`src/fpr_pkg.sv`:
```
package fpr_pkg;

  localparam int unsigned CFG_AW = 3;
  localparam int unsigned CFG_DW = 32;

  localparam logic REG_PREAMBLE  = 1'b0;
  localparam logic REG_MAX_BYTES = 1'b1;

  localparam logic [7:0]  PREAMBLE_RESET  = 8'd126;
  localparam logic [16:0] MAX_BYTES_RESET = 17'd64;

  localparam logic [16:0] HDR_BYTES = 17'd6;
  localparam logic [16:0] HDR_LAST  = 17'd5;
  localparam logic [16:0] CHK_BYTES = 17'd2;
  localparam logic [8:0]  SUM_MOD   = 9'd255;
  localparam logic [7:0]  SUM_ZERO_CODE = 8'hFF;

  typedef enum logic [3:0] {
    ST_HUNT         = 4'd0,
    ST_PREAMBLE     = 4'd1,
    ST_HDR_BYTE     = 4'd2,
    ST_HDR_OK       = 4'd3,
    ST_LEN_MISMATCH = 4'd4,
    ST_TOO_LONG     = 4'd5,
    ST_PAYLOAD      = 4'd6,
    ST_CHK_BYTE     = 4'd7,
    ST_GOOD         = 4'd8,
    ST_BAD_CHK      = 4'd9
  } fpr_status_t;

  typedef enum logic {
    PH_HUNT  = 1'b0,
    PH_FRAME = 1'b1
  } fpr_phase_t;

  typedef struct packed {
    logic [7:0]  preamble_value;
    logic [16:0] max_packet_bytes;
  } fpr_cfg_t;

  typedef struct packed {
    logic clr;
    logic add;
  } fpr_sum_ctl_t;

  typedef struct packed {
    fpr_status_t status;
    logic [7:0]  data_byte;
    logic [15:0] frame_type;
    logic [15:0] payload_length;
    logic        packet_end;
  } fpr_result_t;

endpackage

```
`src/fpr_rx_if.sv`:
```
interface fpr_rx_if;
  logic       valid;
  logic       ready;
  logic [7:0] rx_byte;

  modport source (output valid, output rx_byte, input ready);
  modport sink (input valid, input rx_byte, output ready);
endinterface

```
`src/fpr_res_if.sv`:
```
interface fpr_res_if;
  logic        valid;
  logic        ready;
  logic [3:0]  status;
  logic [7:0]  data_byte;
  logic [15:0] frame_type;
  logic [15:0] payload_length;
  logic        packet_end;

  modport source (
    output valid, output status, output data_byte, output frame_type,
    output payload_length, output packet_end, input ready
  );
  modport sink (
    input valid, input status, input data_byte, input frame_type,
    input payload_length, input packet_end, output ready
  );
endinterface

```
`src/fpr_cfg_regs.sv`:
```
module fpr_cfg_regs (
  input  logic                       clk,
  input  logic                       rst,
  input  logic                       psel,
  input  logic                       penable,
  input  logic                       pwrite,
  input  logic [fpr_pkg::CFG_AW-1:0] paddr,
  input  logic [fpr_pkg::CFG_DW-1:0] pwdata,
  output logic [fpr_pkg::CFG_DW-1:0] prdata,
  output logic                       pready,
  output fpr_pkg::fpr_cfg_t          cfg
);
  import fpr_pkg::*;

  logic wr_en;

  assign pready = 1'b1;
  assign wr_en  = psel && penable && pwrite;

  always_ff @(posedge clk) begin
    if (rst) begin
      cfg.preamble_value   <= PREAMBLE_RESET;
      cfg.max_packet_bytes <= MAX_BYTES_RESET;
    end else if (wr_en) begin
      unique case (paddr[2])
        REG_PREAMBLE:  cfg.preamble_value   <= pwdata[7:0];
        REG_MAX_BYTES: cfg.max_packet_bytes <= pwdata[16:0];
        default: ;
      endcase
    end
  end

  always_comb begin
    unique case (paddr[2])
      REG_PREAMBLE:  prdata = {24'd0, cfg.preamble_value};
      REG_MAX_BYTES: prdata = {15'd0, cfg.max_packet_bytes};
      default:       prdata = '0;
    endcase
  end

endmodule

```
`src/fpr_fletcher.sv`:
```
module fpr_fletcher (
  input  logic                  clk,
  input  logic                  rst,
  input  logic                  step,
  input  fpr_pkg::fpr_sum_ctl_t ctl,
  input  logic [7:0]            data,
  output logic [7:0]            sum_a,
  output logic [7:0]            sum_b
);
  import fpr_pkg::*;

  logic [8:0] a_raw;
  logic [7:0] sum_a_next;
  logic [8:0] b_raw;
  logic [7:0] sum_b_next;

  // mod-255 running sums, one conditional subtract each
  always_comb begin
    a_raw      = {1'b0, sum_a} + {1'b0, data};
    sum_a_next = (a_raw >= SUM_MOD) ? 8'(a_raw - SUM_MOD) : a_raw[7:0];
    b_raw      = {1'b0, sum_b} + {1'b0, sum_a_next};
    sum_b_next = (b_raw >= SUM_MOD) ? 8'(b_raw - SUM_MOD) : b_raw[7:0];
  end

  always_ff @(posedge clk) begin
    if (rst) begin
      sum_a <= '0;
      sum_b <= '0;
    end else if (step) begin
      if (ctl.clr) begin
        sum_a <= '0;
        sum_b <= '0;
      end else if (ctl.add) begin
        sum_a <= sum_a_next;
        sum_b <= sum_b_next;
      end
    end
  end

endmodule

```
`src/fpr_framer.sv`:
```
module fpr_framer (
  input  logic                 clk,
  input  logic                 rst,
  input  logic                 step,
  input  logic [7:0]           data,
  input  fpr_pkg::fpr_cfg_t    cfg,
  output fpr_pkg::fpr_result_t result
);
  import fpr_pkg::*;

  fpr_phase_t   phase;
  fpr_phase_t   phase_next;
  logic [16:0]  byte_count;
  logic [16:0]  expected_total;
  logic [7:0]   hdr [0:4];
  logic [15:0]  type_reg;
  logic [15:0]  length_reg;
  logic [7:0]   received_check_a;

  fpr_sum_ctl_t sum_ctl;
  logic [7:0]   sum_a;
  logic [7:0]   sum_b;

  logic         hdr_wr;
  logic         hdr_ok;
  logic         chk_a_wr;
  logic         go_hunt;
  logic [15:0]  hdr_type;
  logic [15:0]  hdr_len;
  logic [15:0]  hdr_cpl;
  logic [16:0]  hdr_total;
  logic [17:0]  pos_chk;
  logic [7:0]   chk_a;
  logic [7:0]   chk_b;

  fpr_fletcher u_fletcher (
    .clk   (clk),
    .rst   (rst),
    .step  (step),
    .ctl   (sum_ctl),
    .data  (data),
    .sum_a (sum_a),
    .sum_b (sum_b)
  );

  assign hdr_type  = {hdr[0], hdr[1]};
  assign hdr_len   = {hdr[2], hdr[3]};
  assign hdr_cpl   = {hdr[4], data};
  assign hdr_total = {1'b0, hdr_len} + HDR_BYTES + CHK_BYTES;
  assign pos_chk   = {1'b0, byte_count} + {1'b0, CHK_BYTES};
  assign chk_a     = (sum_a == 8'd0) ? SUM_ZERO_CODE : sum_a;
  assign chk_b     = (sum_b == 8'd0) ? SUM_ZERO_CODE : sum_b;

  always_comb begin
    result                = '0;
    result.status         = ST_HUNT;
    result.data_byte      = data;
    sum_ctl               = '0;
    hdr_wr                = 1'b0;
    hdr_ok                = 1'b0;
    chk_a_wr              = 1'b0;
    go_hunt               = 1'b0;
    unique case (phase)
      PH_HUNT: begin
        if (data == cfg.preamble_value) begin
          result.status = ST_PREAMBLE;
          sum_ctl.clr   = 1'b1;
        end
      end
      PH_FRAME: begin
        if (byte_count < HDR_BYTES) begin
          hdr_wr        = 1'b1;
          sum_ctl.add   = 1'b1;
          result.status = ST_HDR_BYTE;
          if (byte_count == HDR_LAST) begin
            if (hdr_len != ~hdr_cpl) begin
              result.status     = ST_LEN_MISMATCH;
              result.packet_end = 1'b1;
              go_hunt           = 1'b1;
            end else if (hdr_total > cfg.max_packet_bytes) begin
              result.status     = ST_TOO_LONG;
              result.packet_end = 1'b1;
              go_hunt           = 1'b1;
            end else begin
              hdr_ok                = 1'b1;
              result.status         = ST_HDR_OK;
              result.frame_type     = hdr_type;
              result.payload_length = hdr_len;
            end
          end
        end else if (pos_chk < {1'b0, expected_total}) begin
          sum_ctl.add           = 1'b1;
          result.status         = ST_PAYLOAD;
          result.frame_type     = type_reg;
          result.payload_length = length_reg;
        end else if (pos_chk == {1'b0, expected_total}) begin
          chk_a_wr              = 1'b1;
          result.status         = ST_CHK_BYTE;
          result.frame_type     = type_reg;
          result.payload_length = length_reg;
        end else begin
          result.status = (chk_a == received_check_a && chk_b == data) ? ST_GOOD
                                                                        : ST_BAD_CHK;
          result.frame_type     = type_reg;
          result.payload_length = length_reg;
          result.packet_end     = 1'b1;
          go_hunt               = 1'b1;
        end
      end
      default: ;
    endcase
  end

  always_comb begin
    phase_next = phase;
    unique case (phase)
      PH_HUNT:  if (data == cfg.preamble_value) phase_next = PH_FRAME;
      PH_FRAME: if (go_hunt) phase_next = PH_HUNT;
      default:  phase_next = PH_HUNT;
    endcase
  end

  always_ff @(posedge clk) begin
    if (rst) begin
      phase          <= PH_HUNT;
      byte_count     <= '0;
      expected_total <= '0;
      type_reg       <= '0;
      length_reg     <= '0;
    end else if (step) begin
      phase <= phase_next;
      if (phase == PH_HUNT || go_hunt) begin
        byte_count <= '0;
      end else begin
        byte_count <= byte_count + 17'd1;
      end
      if (hdr_ok) begin
        expected_total <= hdr_total;
        type_reg       <= hdr_type;
        length_reg     <= hdr_len;
      end
    end
  end

  always_ff @(posedge clk) begin
    if (step && hdr_wr && byte_count < HDR_LAST) begin
      hdr[byte_count[2:0]] <= data;
    end
    if (step && chk_a_wr) begin
      received_check_a <= data;
    end
  end

endmodule

```
`src/framed_packet_receiver_fletcher16.sv`:
```
// Channel  Dir  Payload                                                   Handshake
// rx       in   rx_byte[7:0]                                              valid/ready
// res      out  status[3:0] data_byte[7:0] frame_type[15:0]
//               payload_length[15:0] packet_end                           valid/ready
// cfg      in   APB: paddr[2:0], 0x0 preamble_value, 0x4 max_packet_bytes  pready=1
//
// One byte per cycle while res.ready is high; each byte passes input then result register.
// Input register feeds the framer and Fletcher sums; the result register holds the status.
// rst is synchronous, active high; it restores register defaults and hunting state.
// A stalled result stalls the input register; rx.ready falls only when both are full
// and res.ready is low.
module framed_packet_receiver_fletcher16 (
  input  logic                       clk,
  input  logic                       rst,
  fpr_rx_if.sink                     rx,
  fpr_res_if.source                  res,
  input  logic                       psel,
  input  logic                       penable,
  input  logic                       pwrite,
  input  logic [fpr_pkg::CFG_AW-1:0] paddr,
  input  logic [fpr_pkg::CFG_DW-1:0] pwdata,
  output logic [fpr_pkg::CFG_DW-1:0] prdata,
  output logic                       pready
);
  import fpr_pkg::*;

  fpr_cfg_t    cfg;
  logic        s1_valid;
  logic [7:0]  s1_byte;
  logic        s1_adv;
  logic        out_free;
  fpr_result_t res_comb;
  fpr_result_t res_q;
  logic        res_valid;

  fpr_cfg_regs u_cfg (
    .clk     (clk),
    .rst     (rst),
    .psel    (psel),
    .penable (penable),
    .pwrite  (pwrite),
    .paddr   (paddr),
    .pwdata  (pwdata),
    .prdata  (prdata),
    .pready  (pready),
    .cfg     (cfg)
  );

  fpr_framer u_framer (
    .clk    (clk),
    .rst    (rst),
    .step   (s1_adv),
    .data   (s1_byte),
    .cfg    (cfg),
    .result (res_comb)
  );

  assign out_free = !res_valid || res.ready;
  assign s1_adv   = s1_valid && out_free;
  assign rx.ready = !s1_valid || s1_adv;

  always_ff @(posedge clk) begin
    if (rst) begin
      s1_valid <= 1'b0;
    end else if (rx.ready) begin
      s1_valid <= rx.valid;
    end
  end

  always_ff @(posedge clk) begin
    if (rx.ready && rx.valid) begin
      s1_byte <= rx.rx_byte;
    end
  end

  always_ff @(posedge clk) begin
    if (rst) begin
      res_valid <= 1'b0;
    end else if (s1_adv) begin
      res_valid <= 1'b1;
    end else if (res.ready) begin
      res_valid <= 1'b0;
    end
  end

  always_ff @(posedge clk) begin
    if (s1_adv) begin
      res_q <= res_comb;
    end
  end

  assign res.valid          = res_valid;
  assign res.status         = res_q.status;
  assign res.data_byte      = res_q.data_byte;
  assign res.frame_type     = res_q.frame_type;
  assign res.payload_length = res_q.payload_length;
  assign res.packet_end     = res_q.packet_end;

`ifndef SYNTH
  a_s1_hold: assert property (@(posedge clk) disable iff (rst)
    (s1_valid && !s1_adv) |=> (s1_valid && $stable(s1_byte)))
    else $error("input register lost a held transaction");

  a_s1_to_res: assert property (@(posedge clk) disable iff (rst)
    s1_adv |=> (res_valid && res_q.data_byte == $past(s1_byte)))
    else $error("result register did not take the advancing transaction");

  a_end_status: assert property (@(posedge clk) disable iff (rst)
    (res_valid && res_q.packet_end) |->
      (res_q.status == ST_LEN_MISMATCH || res_q.status == ST_TOO_LONG ||
       res_q.status == ST_GOOD || res_q.status == ST_BAD_CHK))
    else $error("packet_end with a non-terminal status");
`endif

endmodule
```
`src/flat_wrapper.sv`:
```
// flat-port wrapper written by rule: the top's interface ports become plain ports
module framed_packet_receiver_fletcher16_flat import fpr_pkg::*;
  (clk, rst, psel, penable, pwrite, paddr, pwdata, prdata, pready, rx_valid, rx_rx_byte, rx_ready, res_valid, res_status, res_data_byte, res_frame_type, res_payload_length, res_packet_end, res_ready);
  fpr_rx_if rx_i ();
  fpr_res_if res_i ();
  input  logic clk;
  input  logic rst;
  input  logic psel;
  input  logic penable;
  input  logic pwrite;
  input  logic [fpr_pkg::CFG_AW-1:0] paddr;
  input  logic [fpr_pkg::CFG_DW-1:0] pwdata;
  output logic [fpr_pkg::CFG_DW-1:0] prdata;
  output logic pready;
  input wire logic [$bits(rx_i.valid)-1:0] rx_valid;
  input wire logic [$bits(rx_i.rx_byte)-1:0] rx_rx_byte;
  output wire logic [$bits(rx_i.ready)-1:0] rx_ready;
  output wire logic [$bits(res_i.valid)-1:0] res_valid;
  output wire logic [$bits(res_i.status)-1:0] res_status;
  output wire logic [$bits(res_i.data_byte)-1:0] res_data_byte;
  output wire logic [$bits(res_i.frame_type)-1:0] res_frame_type;
  output wire logic [$bits(res_i.payload_length)-1:0] res_payload_length;
  output wire logic [$bits(res_i.packet_end)-1:0] res_packet_end;
  input wire logic [$bits(res_i.ready)-1:0] res_ready;
  assign rx_i.valid = rx_valid;
  assign rx_i.rx_byte = rx_rx_byte;
  assign rx_ready = rx_i.ready;
  assign res_valid = res_i.valid;
  assign res_status = res_i.status;
  assign res_data_byte = res_i.data_byte;
  assign res_frame_type = res_i.frame_type;
  assign res_payload_length = res_i.payload_length;
  assign res_packet_end = res_i.packet_end;
  assign res_i.ready = res_ready;
  framed_packet_receiver_fletcher16 u_core (.clk(clk), .rst(rst), .rx(rx_i), .res(res_i), .psel(psel), .penable(penable), .pwrite(pwrite), .paddr(paddr), .pwdata(pwdata), .prdata(prdata), .pready(pready));
endmodule
```
`config.mk`:
```
export PLATFORM = sky130hd
export DESIGN_NAME = framed_packet_receiver_fletcher16_flat
export DESIGN_NICKNAME = d
export VERILOG_FILES = /design/src/fpr_pkg.sv /design/src/fpr_rx_if.sv /design/src/fpr_res_if.sv /design/src/fpr_cfg_regs.sv /design/src/fpr_fletcher.sv /design/src/fpr_framer.sv /design/src/framed_packet_receiver_fletcher16.sv /design/src/flat_wrapper.sv
export SDC_FILE = /design/constraint.sdc
export NUM_CORES = 1
export LEC_CHECK = 0
export BUFFER_PORTS_ARGS = -buffer_cell sky130_fd_sc_hd__buf_2
export CAP_MARGIN = 20
export CORE_UTILIZATION = 45
export CTS_BUF_LIST = sky130_fd_sc_hd__clkbuf_8
export CTS_CLUSTER_DIAMETER = 200
export DETAILED_ROUTE_END_ITERATION = 12
export PLACE_DENSITY = 0.6
export SETUP_SLACK_MARGIN = 0.15
export SLEW_MARGIN = 20
export SYNTH_ARGS = -nofsm -noshare
export SYNTH_HDL_FRONTEND = slang
export SYNTH_HIERARCHICAL = 1
export SYNTH_SLANG_ARGS = --single-unit
```
`constraint.sdc`:
```
create_clock -name clk -period 5.25 [get_ports clk]
set_input_delay 0.7875 -clock clk [delete_from_list [all_inputs] [get_ports clk]]
set_output_delay 0.7875 -clock clk [all_outputs]
set_load 0.01 [all_outputs]
```
==> reports/results.ini <==
[detailed_routing]
drcViolationCount=0
vias_per_cell=5.39
num_vias=8840
dr.first_iter.drc_count=522
drtAntennaViolNets=0
drt_first_pass_iters=5
wl_um=28300
post_drt_wl_per_cell_um=17.2

[sta]
finalCriticalPeriod_ps=4940
finalSetupTns_ps=0
hold_viol=0
fin_crit_sh_pct=94.0
maxSlewViolCount=0
hold_ws_ps=437
worst_pin_slew_ps=813
rsz0062_at_grt=false
skew_ps=24.9
setup_viol_count_final=0
relSlewSlack_pct=45.3
max_freq_mhz=203

[worst_setup_path]
critical_path_required_ps=5700
cp_max_fo=5
worst-setup-path-type=reg -> reg
cp.arrival_ps=5390
cp-start-kind=flip-flop
cp-end-kind=flip-flop

[yosys]
synthFlopType=dfxtp_1
async_flop_share_pct=0
synth-seq-cells=208
yosys.cell_types.count=82
synthesis.instances=1178
syn_area_um2=11600
syn_avg_cell_area_um2=9.85
synth_warnings=6
seq_area_frac_synth_pct=44.6
synth_edf_count=101

[power_and_ir_drop]
p_int_w=0.00266
p_comb_share_pct=9.6
sequentialPowerShare_pct=48.9
cellPowerDensity_nw_per_um2=272
power.switching_w=0.000915
p_leak_nw=4.99
pwr-share-clk_pct=41.5
p_sw_share_pct=25.6
peakVddDrop_v=0.000193

[layout]
largest_register_ffs=40
syn2layout_area_growth_pct=13.4
fillers=2406
drive_gt1_share_pct=17.7
finalCoreUtilization_pct=52.1
final_nets=1392
n_antenna_cell=0

[cts]
cts_buffers=38
clockBufferDepth=3
clk_pin_slew_ps=60
root_buffer=clkbuf_8
clock_latency_ps=530
cts_sinks=208
cts_hold_buf=0
cts_tree=done
htree_levels=2

[placement]
gp_congestion=0.866
portBuffers=96
hpwlAfterDp_um=20100

[die]
pin_count=130
die_y_um=163
die_width_um=163
row_count=58
start_util_pct=46.0
coreArea_um2=25300
die_area_um2=26400

[global_route]
track_usage_pct=21.6
grt_max_degree=60
grt_pass1_wl_um=45100
grt_pass1_vias=8473
overflow=0
antenna_found_initial=0

[job]
cap_violations=0

[hold_path]
hp-class=in -> reg

[run_status]
status=finished clean

-- layout make-up --
type,count,area [um^2],area share [%]
Inverter,62,233,1.77
Sequential cell,208,5180,39.3
Tap cell,330,413,3.14
Timing Repair Buffer,131,743,5.65
Clock inverter,24,114,0.865
Clock buffer,46,633,4.81
Multi-Input combinational cell,840,5850,44.5
-- critical path, stage by stage, from the launching register on --
cell      delay (ps)
edfxtp_1         440
ha_4             200
fa_2             350
nand3_2          110
a21oi_2           90
o41ai_2          380
nor2b_2          110
o41ai_4          480
buf_4            200
mux2i_4          270
inv_1             70
ha_1             290
a211o_1          390
a211o_1          290
o211ai_2         110
nand4_1          150
o31a_1           360
buf_4            180
or3_1            340
nand3_1           60
-- synthesized netlist by cell type (10+ instances only) --
library cell	count	area, um^2
clkbuf_1	27	101
nand2_1	59	221
nand4_1	21	131
nand3_1	37	185
nand2b_1	41	257
nor2_1	151	567
a22oi_1	32	240
o21ai_0	13	65.1
mux2i_1	75	751
and3_1	10	62.6
a21oi_1	41	205
xnor2_1	33	289
and2_1	20	125
dfxtp_1	107	2140
ha_1	59	738
buf_2	21	105
o21ai_1	11	55.1
edfxtp_1	101	3030
a211oi_1	11	82.6
buf_4	25	188
nor3_1	27	135
inv_1	59	221
nor4_1	14	87.6
xor2_1	47	412
-- per-layer routing --
layer / track usage (%) / routed length, um
met5: 0 / 0
met2: 35.7 / 13200
met1: 29.4 / 13300
met3: 2.78 / 1130
met4: 6.88 / 651
-- worst paths after layout --
check | slack, ps | start | endpoint | cells after the start
worst max-delay path | 310 | u_core/s1_byte[0] | u_core/u_framer/u_fletcher/sum_b[4] | 19
worst min-delay path | 440 | rx_rx_byte[5] | u_core/s1_byte[5] | 1
worst max register to register | 310 | u_core/s1_byte[0] | u_core/u_framer/u_fletcher/sum_b[4] | 19
worst min register to register | 470 | u_core/u_framer/expected_total[16] | u_core/u_framer/expected_total[16] | 2
-- power groups by stage --
stage | Combinational [W] | Sequential [W] | Clock [W]
after floorplan | 0.000228 | 0.00179 | 0
after global placement | 0.000325 | 0.00178 | 0
after detailed placement | 0.000328 | 0.00178 | 0
after CTS | 0.000329 | 0.00175 | 0.00153
after global routing | 0.000381 | 0.00175 | 0.00159
final | 0.000344 | 0.00175 | 0.00148
-- repair_timing --
action                     CTS  global route
setup endpoints to repair    0             8
resized for setup            0            21
hold endpoints to repair     0             0
setup buffers                0             5
-- cell families (layout without fill, tap and decap cells) --
family,Yosys count,count (layout),synth area share (%)
xor gates and xnor gates,80,80,6.04
buffers and inverters,144,263,6.42
and+or+nand+nor,421,421,18.2
other,2,16,0.0647
muxes,83,83,7.24
DFF,208,208,44.6
adders and majority gates,61,61,6.70
AOI/OAI and AO/OA,179,179,10.7
-- through the flow --
step / cells / area, um^2 / power (W) / setup slack [ps]
final: 1641 / 13200 / 0.00358 / 313
after global routing: 1641 / 13200 / 0.00373 / 137
after CTS: 1636 / 13000 / 0.00361 / 200
after detailed placement: 1566 / 12300 / 0.00211 / 274
after global placement: 1566 / 12300 / 0.00211 / 310
after floorplan: 1192 / 11700 / 0.00202 / 411
-- layout by cell type, fill, tap and decap left out, types with 5 or more instances in the layout --
cell type,netlist,layout
o21ai_1,11,11
nor4_1,14,13
mux2_2,8,8
buf_4,25,35
nor3_1,27,27
a22o_1,8,8
nand4_1,21,21
and2_1,20,20
mux2i_1,75,74
a21oi_1,41,38
buf_2,21,96
a21o_1,7,7
clkbuf_8,0,46
nand2b_1,41,41
dfxtp_1,107,106
edfxtp_1,101,101
conb_1,2,16
a31oi_1,5,5
xnor2_1,33,33
a211oi_1,11,9
nand2_1,59,59
ha_1,59,56
and3_1,10,10
inv_1,59,75
nor2b_1,6,5
a22oi_1,32,32
xor2_1,47,47
nand3_1,37,36
o211ai_1,7,7
nor2_1,151,150
o21ai_0,13,13
(Power assumes the default switching activity.)
